`config.mk`:
```
export PLATFORM = sky130hd
export DESIGN_NAME = psc_div
export DESIGN_NICKNAME = d
export VERILOG_FILES = /design/src/design/psc_div.sv
export SDC_FILE = /design/constraint.sdc
export NUM_CORES = 2
export LEC_CHECK = 0
export BUFFER_PORTS_ARGS = -buffer_cell sky130_fd_sc_hd__buf_4
export CAP_MARGIN = 10
export CORE_UTILIZATION = 55
export CTS_BUF_LIST = sky130_fd_sc_hd__clkbuf_8
export CTS_CLUSTER_SIZE = 30
export DETAILED_ROUTE_END_ITERATION = 10
export PLACE_DENSITY_LB_ADDON = 0.1
export SLEW_MARGIN = 20
export SYNTH_ARGS = -nofsm -noshare
export SYNTH_HDL_FRONTEND = slang
export SYNTH_SLANG_ARGS = --single-unit
```
`constraint.sdc`:
```
create_clock -name clk -period 3.6 [get_ports clk]
set_clock_uncertainty 0.05 [all_clocks]
set_input_delay 0.54 -clock clk [delete_from_list [all_inputs] [get_ports clk]]
set_output_delay 0.54 -clock clk [all_outputs]
set_load 0.1 [all_outputs]
```
`src/design/psc_div.sv`:
```
`timescale 1ns / 1ps
`default_nettype none
module psc_div #(
	parameter int W  = 32,
	parameter int SW = 1
) (
	input  wire logic          clk,
	input  wire logic          arst_n,
	input  wire logic          en,
	input  wire logic          in_v,
	input  wire logic [W-1:0]  num,
	input  wire logic [W-1:0]  den,
	input  wire logic [SW-1:0] side_in,
	output logic               out_v,
	output logic [W-1:0]       quot,
	output logic [SW-1:0]      side_out
);
	// one quotient bit per stage, restoring
	for (genvar i = 0; i < W; i++) begin : g_step
		logic          v_q;
		logic [W-1:0]  n_q, d_q, r_q;
		logic [SW-1:0] s_q;
		logic          pv;
		logic [W-1:0]  pn, pd, pr;
		logic [SW-1:0] ps;
		logic [W:0]    trial;
		logic [W:0]    diff;
		logic          ge;

		if (i == 0) begin : g_head
			assign pv = in_v;
			assign pn = num;
			assign pd = den;
			assign pr = '0;
			assign ps = side_in;
		end else begin : g_link
			assign pv = g_step[i-1].v_q;
			assign pn = g_step[i-1].n_q;
			assign pd = g_step[i-1].d_q;
			assign pr = g_step[i-1].r_q;
			assign ps = g_step[i-1].s_q;
		end

		assign trial = {pr, pn[W-1]};
		assign diff  = trial - {1'b0, pd};
		assign ge    = trial >= {1'b0, pd};

		always_ff @(posedge clk or negedge arst_n) begin
			if (!arst_n) begin
				v_q <= 1'b0;
			end else if (en) begin
				v_q <= pv;
			end
		end

		always_ff @(posedge clk) begin
			if (en) begin
				r_q <= ge ? diff[W-1:0] : trial[W-1:0];
				n_q <= {pn[W-2:0], ge};
				d_q <= pd;
				s_q <= ps;
			end
		end
	end

	assign out_v    = g_step[W-1].v_q;
	assign quot     = g_step[W-1].n_q;
	assign side_out = g_step[W-1].s_q;

`ifndef SYNTH
	a_rem_below_den: assert property (@(posedge clk) disable iff (!arst_n)
		(g_step[W-1].v_q && g_step[W-1].d_q != '0) |-> (g_step[W-1].r_q < g_step[W-1].d_q))
		else $error("divider remainder not below divisor");
	a_valid_moves: assert property (@(posedge clk) disable iff (!arst_n)
		(en && in_v) |=> g_step[0].v_q)
		else $error("divider lost an item at entry");
	a_hold: assert property (@(posedge clk) disable iff (!arst_n)
		!en |=> $stable(g_step[W-1].v_q))
		else $error("divider moved while stalled");
`endif
endmodule
`default_nettype wire

```
After elaboration in Yosys (flattened, before gate mapping)
Cells that the tools add are included.
{"block": "op_classes", "muxes": 31, "addsub": 31, "magnitude_cmp": 32}
{"cell": "33-bit by 32-bit greater-or-equal comparator with 1-bit output", "n": 31}
{"cell": "32-bit 2-to-1 mux", "n": 30}
{"cell": "32-bit subtractor", "n": 30}
{"cell": "1-bit by 32-bit greater-or-equal comparator with 1-bit output", "n": 1}
{"cell": "1-bit by 32-bit subtractor with 32-bit output", "n": 1}
{"cell": "1-bit 2-to-1 mux", "n": 1}
{"block": "word_totals", "reg_bits": 3072, "out_inout_bits": 34, "elab_cells": 253}

Longest topological paths before layout
{"block": "depth", "depth_word": 2, "mapped_depth": 15}

Worst setup path after synthesis
Ideal clock, no wire load.
{"block": "synth_path", "kind": "register -> register", "from": "reg g_step[7].d_q[1]", "to": "reg g_step[8].r_q[25] (data pin)", "stages_incl_launch_ff": 14, "setup_ns": 0.260, "required_time_ns": 3.290, "setup_slack_ns": -0.112, "synth_period_minus_slack_ns": 3.712, "arrival_ns": 3.402, "cell_sequence": "edfxtp_1 -> inv_1 -> ha_1 -> nor2b_1 -> o31a_1 -> o311ai_1 -> nand3_1 -> a31oi_1 -> o311ai_1 -> a221oi_1 -> o41ai_1 -> a21oi_1 -> buf_2 -> mux2_2"}
{"block": "synth_via", "elab_chain_cells": 2}
{"item": "from (decl)", "line": "21", "rtl": "logic [W-1:0] n_q, d_q, r_q;"}
{"item": "from (signal assigned)", "line": "60", "rtl": "d_q <= pd;"}
{"item": "32-bit subtractor / 33-bit by 32-bit greater-or-equal comparator with 1-bit output (equally long branches)", "line": "45, 46"}
{"item": "32-bit 2-to-1 mux *", "line": "58", "rtl": "r_q <= ge ? diff[W-1:0] : trial[W-1:0];"}
{"item": "to (signal assigned)", "line": "58"}
{"item": "to (decl)", "line": "21"}
Mark *: on every way between the ends. The rest lies on a longest branch, timed or not.
A chain may end at the register's enable or synchronous reset.

Worst setup path in the final report
{"block": "layout_path", "from": "reg g_step[0].d_q[1]", "to": "reg g_step[1].r_q[4] (data pin)"}
{"block": "layout_via", "elab_chain_cells": 2}
{"item": "from (decl)", "line": "21"}
{"item": "from (signal assigned)", "line": "60"}
{"item": "32-bit subtractor / 33-bit by 32-bit greater-or-equal comparator with 1-bit output (equally long branches)", "line": "45, 46"}
{"item": "32-bit 2-to-1 mux *", "line": "58"}
{"item": "to (signal assigned)", "line": "58"}
{"item": "to (decl)", "line": "21"}
Marks and branches as above.

==> flow_metrics.tcl <==
set metrics [dict create \
    regArea_sq_um 92100 \
    p_leak_nw 75.6 \
    grt_pass1_wl_um 605000 \
    layout.nets 15300 \
    die_x_um 535 \
    io-pin-count 103 \
    synth-seq-cells 3072 \
    num-fill-cells 21100 \
    critPathLaunchType "register" \
    ys.flop_type "edfxtp_1" \
    hpwl_um 298000 \
    fin_ws_ns -0.128 \
    synth_cell_types 92 \
    end_kind "register" \
    placeableCoreArea_sq_um 282000 \
    clkSlewWorstSetupHoldPaths_ns 0.06 \
    use_met1 0.355 \
    area_growth_pct 17.9 \
    syn_inst 12700 \
    rows 195 \
    finalCritPeriodShare 1.04 \
    final-max-slew-violation-count 0 \
    gp_congestion 0.980 \
    avgSynthCellArea_sq_um 12.3 \
    grt_pass1_vias 104000 \
    fin_area_sq_um 184000 \
    dpl_cell_area_sq_um 169000 \
    reg2reg_from "g_step[0].d_q[1]" \
    yosysWarnings 0 \
    final_hold_viol_count 0 \
    finalWirelength_um 403000 \
    wl_per_cell_um 21.9 \
    arrival_ns 4.59 \
    syn_area_sq_um 156000 \
    htreeDepth 6 \
    status "finished with violations" \
    route.detailed.drc 0 \
    root_buffer "clkbuf_8" \
    cellPowerDensity_nw_per_um2 906 \
    grtUsageMet3 0.0345 \
    dr.pass1.iters 7 \
    irDropWorstVdd_uv 525 \
    final.setup.tns_ns -1.59 \
    start_util 0.553 \
    whs_ns 0.112 \
    cts_made_buffers 522 \
    grt_max_degree 87 \
    worst-slew-pin-transition_ns 0.988 \
    synth-async-reset-ratio 0.0104 \
    final_antenna_net_count 0 \
    port_buffers 102 \
    cts.sinks 3072 \
    fin_util 0.652 \
    violations "negative setup slack" \
    hp-start "num[27]" \
    synth_edf_count 3040 \
    crit_type "register to register" \
    synth_fp_nets 13700 \
    cp-startpoint "g_step[0].d_q[1]" \
    drt_iter0_markers 8315 \
    setup_viol 40 \
    dp_cells 17200 \
    busiest_layer "met2" \
    clk_path_buf_depth 4 \
    vias_per_cell 5.74 \
    period_needed_ns 3.73 \
    clock_latency_ns 1.17 \
    fmax_mhz 268 \
    fin_cells 18400 \
    drv_cap 0 \
    grt_util_all_layers 0.273 \
    critPathMaxFanout 8 \
    rsz0062_at_grt "yes" \
    synth.yosys.seq_area_share 0.590 \
    die_area_sq_um 286000 \
    grt_use_met2 0.466 \
    maxSlewHeadroom 0.341 \
    required_ns 4.46 \
    num_vias 105000 \
    cts_tree "built" \
    multi_input_area_sq_um 60600 \
    hold_class "input port to register" \
    grt_antenna_before_repair 7 \
    gr-total-overflow 0 \
    drive_above_1_share 0.194 \
    die_height_um 535 \
]
==> registers in the layout, indices dropped and copies added (netlist names) <==
register and flops:
g_step.s_q 30, g_step.n_q 960, g_step.pd 32, g_step.pn 32, g_step.v_q 30, quot 32, g_step.d_q 960, g_step.ps 1
g_step.r_q 960, g_step.pv 1, g_step.pr 32, side_out 1, out_v 1
==> cell families (layout without fill, tap and decap cells) <==
group | after synthesis | count (layout) | synth area share
AO/OA/AOI/OAI | 3173 | 3174 | 0.128
XOR/XNOR | 801 | 801 | 0.0449
adder cells (fa/ha/maj) | 1024 | 1024 | 0.0835
buffers and inverters | 1536 | 3524 | 0.0372
flip-flops | 3072 | 3072 | 0.590
multiplexers | 564 | 564 | 0.0404
other | 0 | 1 | 0
AND/OR/NAND/NOR | 2481 | 2481 | 0.0755
==> cell usage in the layout (no fill, tap or decap), drive strengths merged, types with 202 or more instances in the layout <==
master,instances
buf,1228
a21o,500
edfxtp,3040
nor2,599
xor2,293
inv,1402
mux2,523
nand3,214
a21oi,949
clkbuf,540
nand2,800
xnor2,508
o21ai,751
clkinv,202
ha,994
==> cell type report <==
cell class | count | area share
Clock buffer | 527 | 0.0394
Tap cell | 3743 | 0.0255
Sequential cell | 3072 | 0.500
Multi-Input combinational cell | 8044 | 0.329
Inverter | 1239 | 0.0253
Timing Repair Buffer | 1372 | 0.0667
Clock inverter | 386 | 0.0135
Antenna cell | 1 | 0.0000136
==> metal layers <==
| metal | part of all wire | vias to the layer above | routed length, um |
|---|---|---|---|
| li1 | - | 50200 | - |
| met1 | 0.42 | 51200 | 169000 |
| met2 | 0.49 | 3216 | 197000 |
| met3 | 0.052 | 847 | 21000 |
| met4 | 0.040 | 2 | 16000 |
| met5 | 0.000017 | - | 7 |
==> cell usage after synthesis (all sizes together) (121+ instances only) <==
cell	n	area (sq um)
a21o	500	3750
nor3	129	651
a31oi	121	772
ha	994	12400
nand3	214	1070
mux2	523	5890
nor2b	141	882
o21a	133	998
nand2	800	3000
inv	1239	4650
edfxtp	3040	91300
nor2	599	2250
clkbuf	246	923
a21oi	949	4750
xnor2	508	4450
xor2	293	2570
o21ai	750	3750
nand4	156	976
==> path summary, 6_finish.rpt <==
path / endpoint / slack (ns) / cells after the start
setup / recovery: g_step[1].r_q[4] / -0.13 / 12
setup reg to reg: g_step[1].r_q[4] / -0.13 / 12
min in group asynchronous: g_step[0].v_q / 0.35 / 4
hold reg to reg: g_step[15].n_q[7] / 0.32 / 0
max in group asynchronous: g_step[22].v_q / 2.98 / 4
hold / removal: g_step[0].n_q[28] / 0.11 / 2
==> critical path: stages (launching register included) <==
cell      delay (ns)
edfxtp_1        0.40
inv_2           0.10
ha_4            0.21
nor2b_4         0.13
o31a_1          0.25
o41a_1          0.38
a211o_1         0.34
a221o_1         0.37
a31oi_4         0.19
o311ai_4        0.13
a311oi_4        0.39
buf_6           0.23
mux2_4          0.31
==> metrics by stage <==
stage	worst slack, ns	power [W]
floorplan	-0.00277	0.105
global placement	-0.227	0.130
detailed placement	-0.338	0.131
CTS	-0.128	0.163
global route	-0.240	0.177
finish	-0.128	0.167
==> power breakdown <==
group / switching (W) / leakage [nW] / internal [W] / total [W]
clock: 0.0148 / 5.46 / 0.0149 / 0.0297
sequential: 0.00582 / 30.1 / 0.0513 / 0.0571
combinational: 0.0425 / 40.0 / 0.0373 / 0.0799
==> timing repair <==
item | in CTS | in global routing
cloned | 9 | 20
hold buffers | 131 | 0
setup endpoints to repair | 317 | 817
pin swaps | 29 | 114
resized for setup | 124 | 405
endpoints found under the hold margin | 171 | 0
buffers inserted | 19 | 105
Power figures use the tool's default switching activity.
