**src/design/psc_pkg.sv**
```systemverilog
`timescale 1ns / 1ps
`default_nettype none
package psc_pkg;

	localparam int DataW = 32;
	localparam int CfgIdxW = 3;

	typedef enum logic [CfgIdxW-1:0] {
		CFG_AC1_AC2 = 3'd0,
		CFG_AC3_AC4 = 3'd1,
		CFG_AC5_AC6 = 3'd2,
		CFG_B1_B2   = 3'd3,
		CFG_MC_MD   = 3'd4,
		CFG_OSS     = 3'd5
	} cfg_idx_t;

	localparam logic [1:0]  OssReset  = 2'd1;
	localparam logic [31:0] B6Offset  = 32'd4000;
	localparam logic [31:0] B4Bias    = 32'd32768;
	localparam logic [31:0] B7Scale   = 32'd50000;
	localparam logic [31:0] PolyC2    = 32'd3038;
	localparam logic [31:0] PolyC1    = 32'hFFFF_E343; // -7357
	localparam logic [31:0] PolyC0    = 32'd3791;
	localparam logic [31:0] SignBit   = 32'h8000_0000;

	typedef struct packed {
		logic [15:0] raw_temperature;
		logic [18:0] raw_pressure;
	} psc_in_t;

	typedef struct packed {
		logic signed [31:0] pressure_pa;
		logic               status;
	} psc_out_t;

	function automatic logic [31:0] sx16(input logic [15:0] v);
		return {{16{v[15]}}, v};
	endfunction

endpackage
`default_nettype wire

```
**src/design/psc_out_if.sv**
```systemverilog
`timescale 1ns / 1ps
`default_nettype none
interface psc_out_if;
	import psc_pkg::*;
	logic     valid;
	logic     ready;
	psc_out_t data;
	modport source (output valid, output data, input ready);
	modport sink (input valid, input data, output ready);
endinterface
`default_nettype wire

```
**src/design/psc_skid.sv**
```systemverilog
`timescale 1ns / 1ps
`default_nettype none
module psc_skid (
	input  wire logic               clk,
	input  wire logic               arst_n,
	input  wire logic               up_v,
	input  wire psc_pkg::psc_out_t  up_d,
	output logic                    up_ready,
	psc_out_if.source               result
);
	import psc_pkg::*;

	logic     o_v_q, s_v_q;
	psc_out_t o_d_q, s_d_q;

	assign up_ready     = !s_v_q;
	assign result.valid = o_v_q;
	assign result.data  = o_d_q;

	always_ff @(posedge clk or negedge arst_n) begin
		if (!arst_n) begin
			o_v_q <= 1'b0;
			s_v_q <= 1'b0;
		end else if (result.ready || !o_v_q) begin
			if (s_v_q) begin
				o_v_q <= 1'b1;
				s_v_q <= 1'b0;
			end else begin
				o_v_q <= up_v;
			end
		end else if (up_v && !s_v_q) begin
			s_v_q <= 1'b1;
		end
	end

	always_ff @(posedge clk) begin
		if (result.ready || !o_v_q) begin
			o_d_q <= s_v_q ? s_d_q : up_d;
		end else if (up_v && !s_v_q) begin
			s_d_q <= up_d;
		end
	end

`ifndef SYNTH
	a_skid_implies_out: assert property (@(posedge clk) disable iff (!arst_n)
		s_v_q |-> o_v_q)
		else $error("skid holds an item while output is empty");
	a_no_overrun: assert property (@(posedge clk) disable iff (!arst_n)
		(s_v_q && !result.ready) |=> s_v_q)
		else $error("skid item dropped");
	a_err_zero: assert property (@(posedge clk) disable iff (!arst_n)
		(o_v_q && o_d_q.status) |-> (o_d_q.pressure_pa == '0))
		else $error("error result carries a pressure");
`endif
endmodule
`default_nettype wire

```
**src/flat_wrapper.sv**
```systemverilog
// flat-port wrapper written by rule: the top's interface ports become plain ports
module psc_skid_flat import psc_pkg::*;
  (clk, arst_n, up_v, up_d, up_ready, result_valid, result_data, result_ready);
  psc_out_if result_i ();
  input  wire logic clk;
  input  wire logic arst_n;
  input  wire logic up_v;
  input  wire psc_pkg::psc_out_t up_d;
  output logic up_ready;
  output wire logic [$bits(result_i.valid)-1:0] result_valid;
  output wire logic [$bits(result_i.data)-1:0] result_data;
  input wire logic [$bits(result_i.ready)-1:0] result_ready;
  assign result_valid = result_i.valid;
  assign result_data = result_i.data;
  assign result_i.ready = result_ready;
  psc_skid u_core (.clk(clk), .arst_n(arst_n), .up_v(up_v), .up_d(up_d), .up_ready(up_ready), .result(result_i));
endmodule
```
**config.mk**
```make
export PLATFORM = sky130hd
export DESIGN_NAME = psc_skid_flat
export DESIGN_NICKNAME = d
export VERILOG_FILES = /design/src/design/psc_pkg.sv /design/src/design/psc_out_if.sv /design/src/design/psc_skid.sv /design/src/flat_wrapper.sv
export SDC_FILE = /design/constraint.sdc
export NUM_CORES = 1
export LEC_CHECK = 0
export ABC_AREA = 0
export BUFFER_PORTS_ARGS = -buffer_cell sky130_fd_sc_hd__buf_4
export CAP_MARGIN = 20
export CORE_ASPECT_RATIO = 1.25
export CORE_MARGIN = 2
export CORE_UTILIZATION = 55
export DETAILED_ROUTE_END_ITERATION = 8
export GPL_ROUTABILITY_DRIVEN = 1
export PLACE_DENSITY = 0.93
export SYNTH_ARGS = -nofsm -noshare
export SYNTH_HDL_FRONTEND = slang
export SYNTH_SLANG_ARGS = --single-unit
```
**constraint.sdc**
```tcl
create_clock -name clk -period 7.7 [get_ports clk]
set_clock_uncertainty 0.05 [all_clocks]
set_input_delay 0.385 -clock clk [delete_from_list [all_inputs] [get_ports clk]]
set_output_delay 0.385 -clock clk [all_outputs]
set_load 0.01 [all_outputs]
```
-- Word-level counts from Yosys, hierarchy flattened
Cells that the tools add are included.
- muxes and demuxes: 4
- bitwise gates (word level): 1
- reduce and logical (&&, ||, !) cells: 6
- operators with widths (operator ; count):
    33-bit two-way mux ; 1
    1-bit two-way mux ; 3
    1-bit zero test ; 2
    2-bit AND reduction ; 1
    2-bit nonzero test ; 1
    1-bit logical AND ; 1
    1-bit logical OR ; 1
    1-bit NOT ; 1
- bits in registers: 68
- input port bits: 37
- output and inout port bits: 35
- logic and storage cells: 17

-- Depth between registers and ports, before layout
Gate-level depths: netlist of run 1.
- word-level depth: 4
- mapped depth: 4
- mapped depth without buffers: 2

-- Worst setup path after synthesis of run 1
OpenSTA, ideal clock, no wires.
- path kind: input port to flip-flop
- from: input result_ready
- to: register u_core.s_d_q[0] in the netlist's numbering, enable pin
- setup time: 0.471 ns
- data arrival time: 3.787 ns
- required time: 7.179 ns
- setup slack: 3.392 ns
- stages: 2
- buffers on the path: 0
- cell sequence: nand2b_1 > nor3b_1
- cells in the longest elaborated chain, start to end: 3
- RTL lines (item ; RTL line ; RTL):
    start, declared ; flat_wrapper.sv:12 ; input wire logic [$bits(result_i.ready)-1:0] result_ready;
    1-bit logical OR ; psc_skid.sv:37 ; if (result.ready || !o_v_q) begin
    1-bit NOT (no source line) ; - ;
    2-bit AND reduction (no source line) ; - ;
    end signal, assigned ; psc_skid.sv:40 ; s_d_q <= up_d;
    end, declared ; psc_skid.sv:14 ; psc_out_t o_d_q, s_d_q;
Every way passes these cells.
A chain may end at the register's enable or synchronous reset.

-- Worst setup path in the final report of run 1
- from: register u_core.s_v_q
- to: output up_ready
- cells in the longest elaborated chain, start to end: 1
- RTL lines (item ; RTL line ; RTL):
    start, declared ; psc_skid.sv:13 ; logic o_v_q, s_v_q;
    start signal, assigned ; psc_skid.sv:23 ; s_v_q <= 1'b0;
    start signal, assigned ; psc_skid.sv:27 ; s_v_q <= 1'b0;
    start signal, assigned ; psc_skid.sv:32 ; s_v_q <= 1'b1;
    1-bit zero test ; psc_skid.sv:16 ; assign up_ready = !s_v_q;
    end, declared ; flat_wrapper.sv:9 ; output logic up_ready;
Every way passes these cells.

==> summary.md, run 1 <==
| Metric | Value |
|---|---|
| Status | `completed` |
| Die Y | `80.9 um` |
| Routed Antenna Nets | `0` |
| Final Hold Fails | `0` |
| Worst vdd ir | `0.000162 V` |
| Unrepaired setup endpoints after global routing | `false` |
| Syn nets | `148` |
| Clock Path Buffers | `2` |
| Mean Syn Cell Area | `23.4 um2` |
| Initial drt markers | `30` |
| Diodes inserted | `0` |
| Routed vias/inst | `5.03` |
| Hold_ws | `0.190 ns` |
| Synth area leaders | `edfxtp_1 76%, mux2_4 16%, mux2_2 2.6%` |
| Die area | `0.00530 mm2` |
| Root Driver | `clkbuf_8` |
| Mapped cell area | `0.00260 mm2` |
| Max Clk Rate | `479 MHz` |
| Post-synth cell types | `12` |
| CTS tree | `built` |
| First-pass GRT wire length | `6750 um` |
| Critical-path top delay cell | `dfrtp_2` |
| Setup TNS | `0 ns` |
| Tightest Hold Check Type | `in -> reg` |
| P_leak | `1.34 nW` |
| Worst-Skew Late Latency | `0.33 ns` |
| Via count | `1273` |
| Post-Syn Instances | `111` |
| Critical Path, Cell by Cell | `inv_1 > buf_4` |
| WS Path Type | `reg -> out` |
| Port buffer count | `71` |
| Starting Density | `57.9%` |
| Die span in x | `65.5 um` |
| Core ar. | `0.00449 mm2` |
| Ys Warns | `0` |
| Crit path launch type | `flop` |
| Final nets | `228` |
| Critical path arrival | `1.65 ns` |
| CTS HTree Levels | `3` |
| Max Cap Viol | `0` |
| Worst Setup End Kind | `output port` |
| Initial antenna violation count | `0` |
| Largest net degree at the start of global routing | `37` |
| Clock Pin Slew Worst Setup and Hold Paths | `0.06 ns` |
| Vias in the first global route | `1364` |
| WP data required | `7.26 ns` |
| Area delta synth->final | `29.4%` |
| Drt pass-1 iters | `4` |
| Pwr per Cell Area | `250 mW/mm2` |
| Routed WL per cell | `17.2 um` |
| Postcts setup bufs | `0` |
| Worst slew margin | `31.2%` |
| Final worst-path cycle share | `27.1%` |
| Total GRT Usage | `18.2%` |
| Fin. max-slew vios | `0` |
| Register area share after synthesis | `78.2%` |
| Synth top area share | `76.2%` |
| #FFs+latches synth | `68` |
| Top Ports | `72` |
| CTS Buf Count | `9` |
| Synth area leader | `edfxtp_1` |
| Fraction of layout cells with a size suffix above 1 | `61.0%` |
| Actual slew at the worst max-slew pin | `1.03 ns` |
| Num rows | `27` |
| Total clock sinks | `68` |
| Clock period minus worst slack | `2.09 ns` |
| Overflow after GRT | `0` |
| Global placement routability congestion | `0.640` |
| DRC violations left | `0` |
| CP peak stage delay | `1.05 ns` |
| Dpl hpwl | `2920 um` |
| Max Fanout on Critical Path | `36` |
| Setup violators final | `0` |
| Final wirelength | `4350 um` |
[synth_stat cells]
library cell,count
buf_12,2
buf_6,1
buf_8,1
dfrtp_1,2
edfxtp_1,66
inv_1,1
mux2_2,6
mux2_4,27
nand2_1,1
nand2b_1,1
nor2_1,2
nor3b_1,1
[critical path, delay by kind of cell, from the launching register on]
kind / cells / cell delay (ns)
buffers and inverters: 2 / 0.27
DFF: 1 / 1.05
[path summary, 6_finish.rpt]
kind | from | endpoint | slack [ns] | cells past startpoint
max reg2reg | u_core.result.valid$_DFFE_PN0P_ | u_core.s_d_q[11]$_DFFE_PP_ | 5.68 | 3
min | up_d[26] | u_core.s_d_q[26]$_DFFE_PP_ | 0.19 | 1
max in group asynchronous | arst_n | u_core.s_v_q$_DFFE_PN0P_ | 7.18 | 2
min reg2reg | u_core.s_d_q[28]$_DFFE_PP_ | u_core.result.data[28]$_DFFE_PP_ | 0.50 | 1
min in group asynchronous | arst_n | u_core.result.valid$_DFFE_PN0P_ | 0.32 | 2
max | u_core.s_v_q$_DFFE_PN0P_ | up_ready | 5.61 | 2
[metal layers]
metal  global-route usage, %  share of wire (%)  vias up
met5                       0                  0        -
met4                    9.38                1.2        0
met3                    5.26                6.0        4
met2                    28.9                 54       56
met1                    23.0                 39      621
li1                        -                  -      592
[cell type report]
cell class	count	area, um2
Clock inverter	2	60.1
Fill cell	252	1130
Multi-Input combinational cell	38	505
Clock buffer	13	139
Inverter	1	3.75
Timing Repair Buffer	73	551
Sequential cell	68	2030
Tap cell	58	72.6
[cells by family after synthesis]
| group | count (synthesis) | share of synthesized area, % |
|---|---|---|
| buf+inv | 5 | 2.69 |
| mux | 33 | 18.2 |
| flops | 68 | 78.2 |
| simple gates | 5 | 0.963 |
[timing repair]
| item | in CTS | in global routing |
|---|---|---|
| hold buffers | 1 | 0 |
| gates resized for setup | 0 | 0 |
| hold endpoints to repair | 2 | 0 |
[power breakdown]
part           switching, W  leakage [nW]  internal [W]
Clock              0.000115        0.0977      0.000181
Sequential        0.0000148         0.655      0.000438
Combinational     0.0000346         0.588     0.0000559
[through the flow]
stage	power [W]	setup slack, ns	utilization (%)	cell area (um2)	std cells
final	0.000840	5.61	74.9	3360	253
after global routing	0.000867	5.49	74.9	3360	253
after CTS	0.000845	5.60	74.9	3360	253
after detailed placement	0.000551	5.42	70.2	3160	237
after global placement	0.000546	5.52	70.2	3160	237
after floorplan	0.000505	3.39	-	2600	111
[flip-flops by register name, indices dropped and copies added, names as in the netlist]
register,flops
u_core.result.data,33
u_core.result.valid,1
u_core.s_d_q,33
u_core.s_v_q,1
[cells in the final DEF (no fill, tap or decap)]
cell	Yosys	routed
buf_4	0	72
edfxtp_1	66	66
mux2_4	27	27
clkbuf_8	0	9
mux2_2	6	6
clkbuf_1	0	4
nor2_1	2	2
bufinv_16	0	2
nand2b_2	0	1
nor3b_2	0	1
inv_1	1	1
nand2_1	1	1
dlygate4sd3_1	0	1
dfrtp_1	2	1
dfrtp_2	0	1
Note: power is estimated with default switching activity, not from simulation.
==> run 2, diff against run 1 <==
--- a/config.mk
+++ b/config.mk
@@ -5,15 +5,15 @@
 export SDC_FILE = /design/constraint.sdc
 export NUM_CORES = 1
 export LEC_CHECK = 0
-export ABC_AREA = 0
+export ABC_AREA = 1
 export BUFFER_PORTS_ARGS = -buffer_cell sky130_fd_sc_hd__buf_4
 export CAP_MARGIN = 20
 export CORE_ASPECT_RATIO = 1.25
 export CORE_MARGIN = 2
-export CORE_UTILIZATION = 55
+export CORE_UTILIZATION = 51
 export DETAILED_ROUTE_END_ITERATION = 8
 export GPL_ROUTABILITY_DRIVEN = 1
-export PLACE_DENSITY = 0.93
+export PLACE_DENSITY = 0.88
 export SYNTH_ARGS = -nofsm -noshare
 export SYNTH_HDL_FRONTEND = slang
 export SYNTH_SLANG_ARGS = --single-unit
==> constraint.sdc (replaced) <==
create_clock -name clk -period 1.93 [get_ports clk]
set_clock_uncertainty 0.05 [all_clocks]
set_input_delay 0.0965 -clock clk [delete_from_list [all_inputs] [get_ports clk]]
set_output_delay 0.0965 -clock clk [all_outputs]
set_load 0.01 [all_outputs]
==> summary.md, run 2 <==
| Metric | Value |
|---|---|
| Status | `completed (unchanged)` |
| WP data required | `1.78 ns (was 7.26 ns)` |
| Worst slew margin | `69.0% (was 31.2%)` |
| Via count | `1726 (was 1273)` |
| Tightest Hold Check Type | `in -> async (was in -> reg)` |
| XOR/XNOR Fraction of Synth Area | `0% (unchanged)` |
| WS Path Type | `reg -> out (unchanged)` |
| FF+latch area | `0.00203 mm2 (about the same)` |
| DRC violations left | `0 (unchanged)` |
| #FFs+latches synth | `68 (unchanged)` |
| Fin. max-slew vios | `0 (unchanged)` |
| Largest family of logic cells by synthesized area | `simple AND/OR/NAND/NOR gates (was multiplexers)` |
| Final worst-path cycle share | `83.4%` |
| Post-layout util | `76.4% (was 74.9%)` |
| Synth top area share | `76.9% (was 76.2%)` |
| Logic pwr share | `13.6% (was 10.8%)` |
| Area delta synth->final | `42.2% (was 29.4%)` |
| Worst-Skew Late Latency | `0.33 ns (about the same)` |
| Placed Cells | `311 (was 237)` |
| Register area share after synthesis | `78.8% (was 78.2%)` |
| Overflow after GRT | `0 (unchanged)` |
| Count of flip-flops with a built-in enable after synthesis | `66 (unchanged)` |
| Total clock sinks | `68 (unchanged)` |
| CTS Buf Count | `9 (unchanged)` |
| Num rows | `28 (was 27)` |
| Clock Pin Slew Worst Setup and Hold Paths | `0.07 ns (was 0.06 ns)` |
| Routed Antenna Nets | `0 (unchanged)` |
| Synth area leader | `edfxtp_1 (unchanged)` |
| Clock Path Buffers | `2 (unchanged)` |
| Simple-Gate Fraction of Synth Area | `17.1% (was 0.962%)` |
| Vias in the first global route | `1713 (was 1364)` |
| Postcts setup bufs | `0 (unchanged)` |
| Switching Fraction | `22.5% (was 19.6%)` |
| Root Driver | `clkbuf_8 (unchanged)` |
| First-pass GRT wire length | `8000 um (was 6750 um)` |
| Clock network power share | `32.1% (was 35.3%)` |
| Flop pwr share | `54.3% (was 53.9%)` |
| Internal Power | `0.00255 W (was 0.000675 W)` |
| Die area | `0.00564 mm2 (was 0.00530 mm2)` |
| Port buffer count | `71 (unchanged)` |
| Crit path launch type | `flop (unchanged)` |
| Post-Syn Instances | `182 (was 111)` |
| Ys Warns | `0 (unchanged)` |
| Filler cells | `285 (was 252)` |
| Worst R2R Setup Slack | `0.45 ns (was 5.68 ns)` |
| Drt pass-1 iters | `6 (was 4)` |
| Dpl hpwl | `3040 um (was 2920 um)` |
| Routed WL per cell | `14.2 um (was 17.2 um)` |
| Initial drt markers | `169 (was 30)` |
| Final instance count without filler cells | `360 (was 253)` |
| Total GRT Usage | `19.7% (was 18.2%)` |
| Synth area leaders | `edfxtp_1 77%, nand2_1 12%, nand2_2 4.6% (was edfxtp_1 76%, mux2_4 16%, mux2_2 2.6%)` |
| Mapped cell area | `0.00258 mm2 (was 0.00260 mm2)` |
| Initial antenna violation count | `0 (unchanged)` |
| Max Fanout on Critical Path | `34 (was 36)` |
| Mux contribution to synthesized area | `0% (was 18.2%)` |
| Pwr per Cell Area | `899 mW/mm2 (was 250 mW/mm2)` |
| Max Cap Viol | `0 (unchanged)` |
| Setup violators final | `0 (unchanged)` |
| Global placement routability congestion | `0.704 (was 0.640)` |
| Async S/R FF share, synth | `2.94% (unchanged)` |
| Max Clk Rate | `621 MHz` |
| Final nets | `334 (was 228)` |
| Worst Setup End Kind | `output port (unchanged)` |
| Critical path arrival | `1.46 ns (was 1.65 ns)` |
| Net Switching | `0.000741 W (was 0.000165 W)` |
| Area of the multi-input gates | `452 um2 (was 505 um2)` |
| Top Ports | `72 (unchanged)` |
| Most common cell after layout, fill and taps aside | `nand2_1 (was buf_4)` |
| Most numerous cell in the Yosys netlist | `nand2_1 (was edfxtp_1)` |
| Synth Area in Adders | `0% (unchanged)` |
| Commonest cells in the synthesized netlist | `83 x nand2_1, 66 x edfxtp_1, 19 x nand2_2, 3 x buf_6, 3 x nor2_1 (was 66 x edfxtp_1, 27 x mux2_4, 6 x mux2_2)` |
| Diodes inserted | `0 (unchanged)` |
| Die Y | `83.5 um (was 80.9 um)` |
| Setup TNS | `0 ns (unchanged)` |
| Die span in x | `67.6 um (was 65.5 um)` |
| Routed vias/inst | `4.79 (was 5.03)` |
| P_leak | `1.57 nW (was 1.34 nW)` |
| Largest net degree at the start of global routing | `36 (was 37)` |
| Fraction of layout cells with a size suffix above 1 | `36.3% (was 61.0%)` |
| CTS HTree Levels | `3 (unchanged)` |
| Final Hold Fails | `0 (unchanged)` |
| Core ar. | `0.00480 mm2 (was 0.00449 mm2)` |
| Worst vdd ir | `0.000684 V (was 0.000162 V)` |
| Ys flop type | `edfxtp_1 (unchanged)` |
| Compound-Gate Fraction of Synth Area | `0% (unchanged)` |
| Actual slew at the worst max-slew pin | `0.465 ns (was 1.03 ns)` |
| Starting Density | `53.7% (was 57.9%)` |
| Syn nets | `219 (was 148)` |
| Commonest non-fill, non-tap cells in the layout | `82 x nand2_1, 76 x buf_4, 66 x edfxtp_1 (was 72 x buf_4, 66 x edfxtp_1, 27 x mux2_4)` |
| Final wirelength | `5110 um (was 4350 um)` |
| Unrepaired setup endpoints after global routing | `false (unchanged)` |
| Clock period minus worst slack | `1.61 ns` |
| Post-synth cell types | `10 (was 12)` |
| Mean Syn Cell Area | `14.2 um2 (was 23.4 um2)` |
| CTS tree | `built (unchanged)` |
-- run 2: cell count changes after synthesis, moves of 2 or more --
cell and change:
nand2_1 +82, nand2_2 +19, mux2_4 -27, buf_4 +2, buf_6 +2, mux2_2 -6
-- run 2: per-layer routing --
layer | up-vias | track usage (%) | part of all wire, % | wire length (um)
met1 | 808 | 23.3 | 40 | 2020
met4 | 0 | 11.1 | 3.0 | 152
met5 | - | 0 | 0 | 0
met2 | 68 | 32.2 | 53 | 2710
met3 | 12 | 4.32 | 4.3 | 220
li1 | 838 | - | - | -
-- run 2: kinds of logic (layout without fill, tap and decap cells) --
group,Yosys count,in the layout
buf+inv,9,127
flops,68,68
simple gates,105,105
-- run 2: cell type report --
class / instances / area share, %
clock buffers: 10 / 3.48
clock inverters: 4 / 1.16
inverters: 2 / 0.410
multi-input cells: 105 / 12.3
flip-flops and latches: 68 / 55.4
well taps: 60 / 2.05
repair buffers: 111 / 25.1
-- run 2: what timing repair did --
item,4_1_cts,5_1_grt
hold endpoints to repair,65,0
hold buffers,35,0
gates resized for setup,0,0
-- run 2: final timing paths --
kind / endpoint / from / depth (start not counted)
setup / recovery: up_ready / u_core.s_v_q$_DFFE_PN0P_ / 3
hold / removal: u_core.result.valid$_DFFE_PN0P_ / arst_n / 2
setup reg to reg: u_core.s_d_q[11]$_DFFE_PP_ / u_core.s_v_q$_DFFE_PN0P_ / 4
hold reg to reg: u_core.result.data[12]$_DFFE_PP_ / u_core.s_d_q[12]$_DFFE_PP_ / 2
max in group asynchronous: u_core.s_v_q$_DFFE_PN0P_ / arst_n / 2
min in group clk: u_core.s_d_q[10]$_DFFE_PP_ / result_ready / 4
-- run 2: worst max-delay path, stage by stage, from the launching register on --
cell and delay [ns]:
dfrtp_1 0.44, inv_8 0.07, buf_4 0.40, buf_4 0.22
-- run 2: power by group through the flow --
stage | clock network, W | registers [W] | logic (W)
floorplan | 0 | 0.00185 | 0.000154
finish | 0.00106 | 0.00179 | 0.000448
detailed placement | 0 | 0.00182 | 0.000391
CTS | 0.00106 | 0.00179 | 0.000449
global placement | 0 | 0.00181 | 0.000379
global route | 0.00113 | 0.00180 | 0.000488
-- run 2: through the flow --
stage / instance area (um2) / total power (W) / setup WS (ns) / hold slack [ns]
after floorplan: 2590 / 0.00201 / 0.0447 / -0.249
after global placement: 3140 / 0.00219 / 0.486 / -0.165
after detailed placement: 3140 / 0.00221 / 0.446 / -0.164
after CTS: 3660 / 0.00330 / 0.305 / 0.0228
after global routing: 3660 / 0.00342 / 0.255 / 0.0251
final: 3660 / 0.00329 / 0.321 / 0.0315
==> run 3, diff against run 2 <==
--- a/config.mk
+++ b/config.mk
@@ -10,10 +10,10 @@
 export CAP_MARGIN = 20
 export CORE_ASPECT_RATIO = 1.25
 export CORE_MARGIN = 2
-export CORE_UTILIZATION = 51
+export CORE_UTILIZATION = 46
 export DETAILED_ROUTE_END_ITERATION = 8
 export GPL_ROUTABILITY_DRIVEN = 1
-export PLACE_DENSITY = 0.88
+export PLACE_DENSITY = 0.85
 export SYNTH_ARGS = -nofsm -noshare
 export SYNTH_HDL_FRONTEND = slang
 export SYNTH_SLANG_ARGS = --single-unit
==> constraint.sdc (replaced) <==
create_clock -name clk -period 1.34 [get_ports clk]
set_clock_uncertainty 0.05 [all_clocks]
set_input_delay 0.067 -clock clk [delete_from_list [all_inputs] [get_ports clk]]
set_output_delay 0.067 -clock clk [all_outputs]
set_load 0.01 [all_outputs]
==> summary.md, run 3 (same netlist as run 2, synthesis figures left out) <==
| Metric | Value |
|---|---|
| Status | `completed (unchanged)` |
| Via count | `1708 (was 1726)` |
| Clock period minus worst slack | `1.30 ns` |
| Overflow after GRT | `0 (unchanged)` |
| Tightest Hold Check Type | `in -> reg (was in -> async)` |
| First-pass GRT wire length | `8540 um (was 8000 um)` |
| Starting Density | `47.7% (was 53.7%)` |
| Postcts setup bufs | `0 (unchanged)` |
| Port buffer count | `71 (unchanged)` |
| Final worst-path cycle share | `96.9%` |
| Max Cap Viol | `0 (unchanged)` |
| CP peak stage delay | `0.45 ns (was 0.44 ns)` |
| Reg2Reg Capture Point | `u_core.s_d_q[12]$_DFFE_PP_ (was u_core.s_d_q[11]$_DFFE_PP_)` |
| CTS Buf Count | `9 (unchanged)` |
| Largest net degree at the start of global routing | `35 (was 36)` |
| P_leak | `1.66 nW (was 1.57 nW)` |
| Final Hold Fails | `0 (unchanged)` |
| FF+latch area | `0.00203 mm2 (about the same)` |
| Setup violators final | `0 (unchanged)` |
| Drt pass-1 iters | `6 (unchanged)` |
| Commonest non-fill, non-tap cells in the layout | `81 x nand2_1, 74 x buf_4, 66 x edfxtp_1 (was 82 x nand2_1, 76 x buf_4, 66 x edfxtp_1)` |
| WS Path Type | `reg -> reg (was reg -> out)` |
| GRT Max-Usage Layer | `met2 (unchanged)` |
| Global placement routability congestion | `0.698 (was 0.704)` |
| Area delta synth->final | `50.2% (was 42.2%)` |
| Levels on crit path | `4 (was 3)` |
| Clock Pin Slew Worst Setup and Hold Paths | `0.07 ns (about the same)` |
| Die area | `0.00622 mm2 (was 0.00564 mm2)` |
| Fin. max-slew vios | `0 (unchanged)` |
| Initial antenna violation count | `0 (unchanged)` |
| Dpl hpwl | `3070 um (was 3040 um)` |
| Routed Antenna Nets | `0 (unchanged)` |
| Most common cell after layout, fill and taps aside | `nand2_1 (unchanged)` |
| Actual slew at the worst max-slew pin | `0.339 ns (was 0.465 ns)` |
| M2 GR Usage | `32.9% (was 32.2%)` |
| Unrepaired setup endpoints after global routing | `false (unchanged)` |
| Grt met3 use | `4.83% (was 4.32%)` |
| Final wirelength | `5470 um (was 5110 um)` |
| Critical Path, Cell by Cell | `inv_8 > nand2_4 > nor2_4 > buf_12 (was inv_8 > buf_4 > buf_4)` |
| Root Driver | `clkbuf_8 (unchanged)` |
| Clock Path Buffers | `2 (unchanged)` |
| Crit. Startpoint | `u_core.s_v_q$_DFFE_PN0P_ (unchanged)` |
| Die span in x | `71.0 um (was 67.6 um)` |
| Pwr Total | `0.00544 W (was 0.00329 W)` |
| Worst Setup End Kind | `flop (was output port)` |
| Worst-Skew Late Latency | `0.32 ns (was 0.33 ns)` |
| Crit path launch type | `flop (unchanged)` |
| Hold_ws | `0.0561 ns (was 0.0315 ns)` |
| Final nets | `337 (was 334)` |
| Critical-path top delay cell | `dfrtp_1 (unchanged)` |
| Post-Place Cell Area | `0.00320 mm2 (was 0.00314 mm2)` |
| Diodes inserted | `0 (unchanged)` |
| Met1 Usage GRT | `21.6% (was 23.3%)` |
| Total GRT Usage | `18.8% (was 19.7%)` |
| Reg-to-Reg Start | `u_core.s_v_q$_DFFE_PN0P_ (unchanged)` |
| Worst R2R Setup Slack | `0.04 ns (was 0.45 ns)` |
| Num rows | `30 (was 28)` |
| Routed WL per cell | `14.8 um (was 14.2 um)` |
| Max Fanout on Critical Path | `18 (was 34)` |
| Fraction of layout cells with a size suffix above 1 | `37.7% (was 36.3%)` |
| WP data required | `1.32 ns (was 1.78 ns)` |
| Buf+Inv Stages, Crit Path | `2 (was 3)` |
| Delay-heaviest family, CP | `flip-flops (was buffers and inverters)` |
| Design area | `0.00387 mm2 (was 0.00366 mm2)` |
| Worst vdd ir | `0.00117 V (was 0.000684 V)` |
| Area of the multi-input gates | `473 um2 (was 452 um2)` |
| Setup TNS | `0 ns (unchanged)` |
| Vias in the first global route | `1728 (was 1713)` |
| Initial drt markers | `77 (was 169)` |
| CTS HTree Levels | `3 (unchanged)` |
| Crit path to | `u_core.s_d_q[12]$_DFFE_PP_ (was up_ready)` |
| Top Ports | `72 (unchanged)` |
| DRC violations left | `0 (unchanged)` |
| Worst slew margin | `77.4% (was 69.0%)` |
| CTS tree | `built (unchanged)` |
| Die Y | `87.7 um (was 83.5 um)` |
| Critical path arrival | `1.28 ns (was 1.46 ns)` |
| Path depth of the worst reg2reg path | `4 (unchanged)` |
| Routed vias/inst | `4.63 (was 4.79)` |
| Filler cells | `368 (was 285)` |
| Max Clk Rate | `770 MHz` |
| Core ar. | `0.00541 mm2 (was 0.00480 mm2)` |
| Total clock sinks | `68 (unchanged)` |
| Pwr per Cell Area | `1400 mW/mm2 (was 899 mW/mm2)` |
-- run 3: worst min-delay path: stages --
cell	delay (ns)
buf_4	0.08
inv_1	0.08
nand2_8	0.11
nand2_1	0.06
-- run 3: worst min-delay path by stage --
stage                      start                              end  depth (start not counted)
finish              result_ready  u_core.result.valid$_DFFE_PN0P_                          4
global route        result_ready  u_core.result.valid$_DFFE_PN0P_                          4
CTS                 result_ready  u_core.result.valid$_DFFE_PN0P_                          4
detailed placement        arst_n         u_core.s_v_q$_DFFE_PN0P_                          1
global placement          arst_n         u_core.s_v_q$_DFFE_PN0P_                          1
floorplan                 arst_n  u_core.result.valid$_DFFE_PN0P_                          0
-- run 3: what timing repair did --
item | in CTS | in global routing
hold endpoints to repair | 70 | 0
gates resized for setup | 4 | 0
hold buffers | 36 | 0
endpoints found under the setup margin | 1 | 0
-- run 3: routing by layer --
| layer | share of wire (%) | vias to the layer above |
|---|---|---|
| li1 | - | 846 |
| met1 | 39 | 789 |
| met2 | 55 | 63 |
| met3 | 3.9 | 10 |
| met4 | 2.6 | 0 |
| met5 | 0 | - |
-- run 3: area by class of cell --
class,instances,share of cell area [%]
flip-flops and latches,68,52.5
repair buffers,114,26.2
multi-input cells,105,12.2
clock buffers,11,3.39
clock inverters,5,3.20
well taps,64,2.07
inverters,2,0.388
-- run 3: through the flow --
step / utilization, % / setup slack, ns / std cells
after global routing: 71.6 / 0.0251 / 369
final: 71.6 / 0.0414 / 369
after detailed placement: 59.3 / 0.0485 / 316
after global placement: 59.3 / 0.115 / 316
after floorplan: - / -0.244 / 182
after CTS: 71.6 / 0.0421 / 369
-- run 3: power breakdown --
| part | internal [W] | switching (W) | total (W) | leakage, nW |
|---|---|---|---|---|
| clock | 0.00142 | 0.000732 | 0.00215 | 0.125 |
| combinational | 0.000371 | 0.000337 | 0.000708 | 0.877 |
| sequential | 0.00253 | 0.0000522 | 0.00258 | 0.660 |
